## config.mk

```make
export PLATFORM = sky130hd
export DESIGN_NAME = cpeb_mul
export DESIGN_NICKNAME = d
export VERILOG_FILES = /design/src/rtl/cpeb_pkg.sv /design/src/rtl/cpeb_mul.sv
export SDC_FILE = /design/constraint.sdc
export NUM_CORES = 2
export LEC_CHECK = 0
export BUFFER_PORTS_ARGS = -buffer_cell sky130_fd_sc_hd__buf_2
export CORE_ASPECT_RATIO = 0.9
export CORE_MARGIN = 4
export CORE_UTILIZATION = 50
export CTS_BUF_LIST = sky130_fd_sc_hd__clkbuf_16
export DETAILED_ROUTE_END_ITERATION = 10
export PLACE_DENSITY = 0.72
export SLEW_MARGIN = 20
export SYNTH_ARGS = -nofsm -noshare
export SYNTH_HDL_FRONTEND = slang
export SYNTH_SLANG_ARGS = --single-unit
export TNS_END_PERCENT = 10
```

## constraint.sdc

```tcl
create_clock -name clk -period 16.9 [get_ports clk]
set_clock_uncertainty 0.15 [all_clocks]
set_input_delay 1.69 -clock clk [delete_from_list [all_inputs] [get_ports clk]]
set_output_delay 1.69 -clock clk [all_outputs]
set_load 0.01 [all_outputs]
```

## src/rtl/cpeb_pkg.sv

```systemverilog
// Package for the circle pair elastic bounce unit.
// Holds the multiplier digit width, the radius reset value and the flag bundle.
// No dependencies.
package cpeb_pkg;

    localparam int MUL_CHUNK = 16;
    localparam int unsigned RADIUS_RESET = 655360;

    typedef struct packed {
        logic overlap;
        logic bounce;
        logic impulse;
        logic neg_ax;
        logic neg_ay;
        logic neg_bx;
        logic neg_by;
    } flags_t;

endpackage

```

## src/rtl/cpeb_mul.sv

```systemverilog
// Pipelined unsigned multiplier, one MUL_CHUNK-bit digit of b per stage.
// Carries a side payload alongside the product; all stages advance on en.
// Depends on cpeb_pkg.
module cpeb_mul #(
    parameter int AW = 32,
    parameter int BW = 32,
    parameter int SW = 1
) (
    input  logic              clk,
    input  logic              en,
    input  logic [AW-1:0]     a,
    input  logic [BW-1:0]     b,
    input  logic [SW-1:0]     side_in,
    output logic [AW+BW-1:0]  p,
    output logic [SW-1:0]     side_out
);

    localparam int CH  = cpeb_pkg::MUL_CHUNK;
    localparam int NS  = (BW + CH - 1) / CH;
    localparam int PW  = AW + BW;
    localparam int BPW = NS * CH;

    logic [AW-1:0]  a_reg    [NS];
    logic [BPW-1:0] b_reg    [NS];
    logic [PW-1:0]  acc_reg  [NS];
    logic [SW-1:0]  side_reg [NS];

    for (genvar k = 0; k < NS; k++)
    begin : g_stage
        logic [AW-1:0]    a_next;
        logic [BPW-1:0]   b_next;
        logic [PW-1:0]    acc_in;
        logic [PW-1:0]    acc_next;
        logic [SW-1:0]    side_next;
        logic [AW+CH-1:0] part;

        if (k == 0)
        begin : g_first
            assign a_next    = a;
            assign b_next    = BPW'(b);
            assign acc_in    = '0;
            assign side_next = side_in;
        end
        else
        begin : g_rest
            assign a_next    = a_reg[k-1];
            assign b_next    = b_reg[k-1];
            assign acc_in    = acc_reg[k-1];
            assign side_next = side_reg[k-1];
        end

        assign part     = (AW+CH)'(a_next) * (AW+CH)'(b_next[k*CH +: CH]);
        assign acc_next = acc_in + (PW'(part) << (k * CH));

        always_ff @(posedge clk)
        begin
            if (en)
            begin
                a_reg[k]    <= a_next;
                b_reg[k]    <= b_next;
                acc_reg[k]  <= acc_next;
                side_reg[k] <= side_next;
            end
        end
    end

    assign p        = acc_reg[NS-1];
    assign side_out = side_reg[NS-1];

endmodule

```

==> flow_summary_export.csv <==
group,metric,value,unit
status,status,"complete, no violations",
detailed_routing,route.vias.total,27878,
placement,hpwl,77.48,mm
timing,slew_headroom,26.83,%
timing,worst_slew_pin_slew,1.097,ns
yosys,synth_area,39290,sq um
yosys,synth.ff_latch_count,162,
layout,drive_gt1_share,4.994,%
global_route,grt_pass1_wl,162.5,mm
layout,nets,5310,
floorplan,dieArea,83140,sq um
global_route,grt_max_degree,93,
clock_tree,hold_buffers,0,
clock_tree,cts.repair.resized,0,
setup_path,start_kind,"flip-flop",
yosys,syn_area_per_cell,9.340,sq um
yosys,synth_top_area_share,42.64,%
setup_path,worstPathRequired,16.95,ns
clock_tree,cts_root_buf,"clkbuf_16",
floorplan,die_w,303.5,microns
detailed_routing,drt-total-wl,98.00,mm
yosys,yosysSeqAreaShare,12.38,%
clock_tree,clk_path_buf_depth,2,
layout,fin_area,40800,sq um
yosys,yosys_most_used_dff,"edfxtp_1",
detailed_routing,first_pass_iters,5,
yosys,synth_top_area_cell,"fa_1",
timing,max_freq,105.4,MHz
floorplan,io-pin-count,132,
clock_tree,cts_buffers,17,
detailed_routing,antenna_left,0,
clock_tree,clk_pin_slew,0.07,ns
yosys,async_flop_share,0,%
layout,n_antenna_cell,0,
yosys,yosys_warnings,0,
floorplan,die_y,274.0,microns
floorplan,initial_core_util,50.43,%
clock_tree,insertion_delay,0.46,ns
setup_path,worstPathArrival,9.54,ns
job,maxCapViolations,0,
clock_tree,htree_levels,4,
layout,area_growth,3.827,%
yosys,synthTopCellsByCount,"inv_1 (889), fa_1 (837), nand2_1 (758), and2_1 (343), ha_1 (274)",
detailed_routing,first_iter_violations,2088,
timing,slew_violations,0,
global_route,grt_overflow,0,
yosys,synth-edff-count,162,
yosys,yosysUniqueCellTypes,78,
setup_path,critPathCaptureType,"flip-flop",
clock_tree,postCtsSetupRepairBufs,0,
global_route,grt_pass1_vias,29966,
detailed_routing,vias_per_cell,5.378,
floorplan,rows,97,
timing,finalHoldViolCount,0,
clock_tree,clock_sinks,162,
detailed_routing,drc,0,
layout,num-fill-cells,7062,
placement,numPortBuffers,131,
timing,period_needed,9.487,ns
setup_path,crit_fanout,32,
floorplan,fp.coreArea,77920,sq um
timing,min_period_over_period,56.14,%
placement,place_congestion,0.9239,
setup_path,critPathMaxStageDelay,1.08,ns
placement,dpl_cell_area,40170,sq um
setup_path,cp_common_cell,"fa_1",
yosys,synth.area.top_cells,"fa_1 (43%), edfxtp_1 (12%), ha_1 (8.7%), inv_1 (8.5%), nand2_1 (7.2%)",
timing,finalSetupViolCount,0,
setup_path,critPathKind,"flip-flop to flip-flop",
detailed_routing,avgRoutedWirePerCell,18.90,microns
yosys,syn_inst,4207,
clock_tree,tritoncts,"done",
timing,rsz0062_at_grt,"false",
global_route,antenna_found_initial,1,
layout,largest_reg_flops,112,
setup_path,crit_slowest_cell,"edfxtp_1",
yosys,synth_most_common_cell,"inv_1",
min_path,hold_class,"flip-flop to flip-flop",
yosys,synth_nets,5385,
timing,fin_tns_setup,0,ns
global_route,grtUsageTotal,24.93,%
## through the flow
step                      cells  hold slack, ns  util (%)  worst slack [ns]
final                      5184          0.2644     52.36             7.413
after global routing       5184          0.2734     52.36             6.649
after CTS                  5178          0.2687     52.24             7.481
after detailed placement   5146          0.2545     51.56             7.540
after global placement     5146          0.2509     51.56             7.649
after floorplan            4207          0.2503         -             8.581
## area by class of cell
class / count / area [sq um] / area share [%]
multi-input combinational: 2915 / 29940 / 73.38
inverter: 889 / 3337 / 8.179
tap: 1039 / 1300 / 3.186
sequential: 162 / 4865 / 11.92
clock inverter: 15 / 107.6 / 0.2637
clock buffer: 17 / 425.4 / 1.043
timing repair buffer: 147 / 827.0 / 2.027
## path summary, 6_finish.rpt
| path | start | endpoint | slack [ns] | cells after the start |
|---|---|---|---|---|
| setup / recovery | b_reg[0][23] | acc_reg[0][126] | 7.41 | 34 |
| hold / removal | acc_reg[0][4] | acc_reg[0][68] | 0.26 | 0 |
| setup reg to reg | b_reg[0][23] | acc_reg[0][126] | 7.41 | 34 |
| hold reg to reg | acc_reg[0][4] | acc_reg[0][68] | 0.26 | 0 |
## critical path: cells and delay by family (launching register included)
kind                     cells  cell delay (ns)
adder cells (fa/ha/maj)      8             3.81
AND/OR/NAND/NOR             10             2.15
AO/OA/AOI/OAI                9             1.60
flip-flops                   1             1.08
buffers and inverters        5             0.26
XOR/XNOR                     2             0.19
## cells by family after synthesis
group	after synthesis	share of synthesized area [%]
fa+ha+maj	1111	51.37
mux	5	0.1306
compound gates	371	6.391
simple gates	1306	15.56
xor+xnor	122	2.738
buf+inv	1130	11.43
flops	162	12.38
## routing by layer
| metal | share of wire [%] | track usage (%) |
|---|---|---|
| met2 | 44 | 37.64 |
| met1 | 44 | 36.18 |
| met5 | 0 | 0 |
| met3 | 10 | 6.682 |
| met4 | 2.1 | 5.700 |
## placed cells by master (no fill, tap or decap), types with 6 or more instances in the layout
cell       count
o21bai_1      22
a21oi_1      110
fa_1         837
o21ai_0       59
a211oi_1      15
inv_1        891
o21a_1         8
and2_1       343
nand4_1       13
and3_1        11
clkbuf_16     17
ha_1         274
buf_4         10
nor2_1        69
nor3_1        20
nand2b_1      13
buf_2        130
nor2b_1       18
buf_8          6
edfxtp_1     162
xnor2_1       84
o211ai_1       9
a21o_1        74
nand3_1       22
nand2_1      758
xor2_1        37
a31oi_1       10
and4_1         6
Power is not shown: default switching activity piles up to over one toggle a cycle in this logic, so the estimate is an artifact.
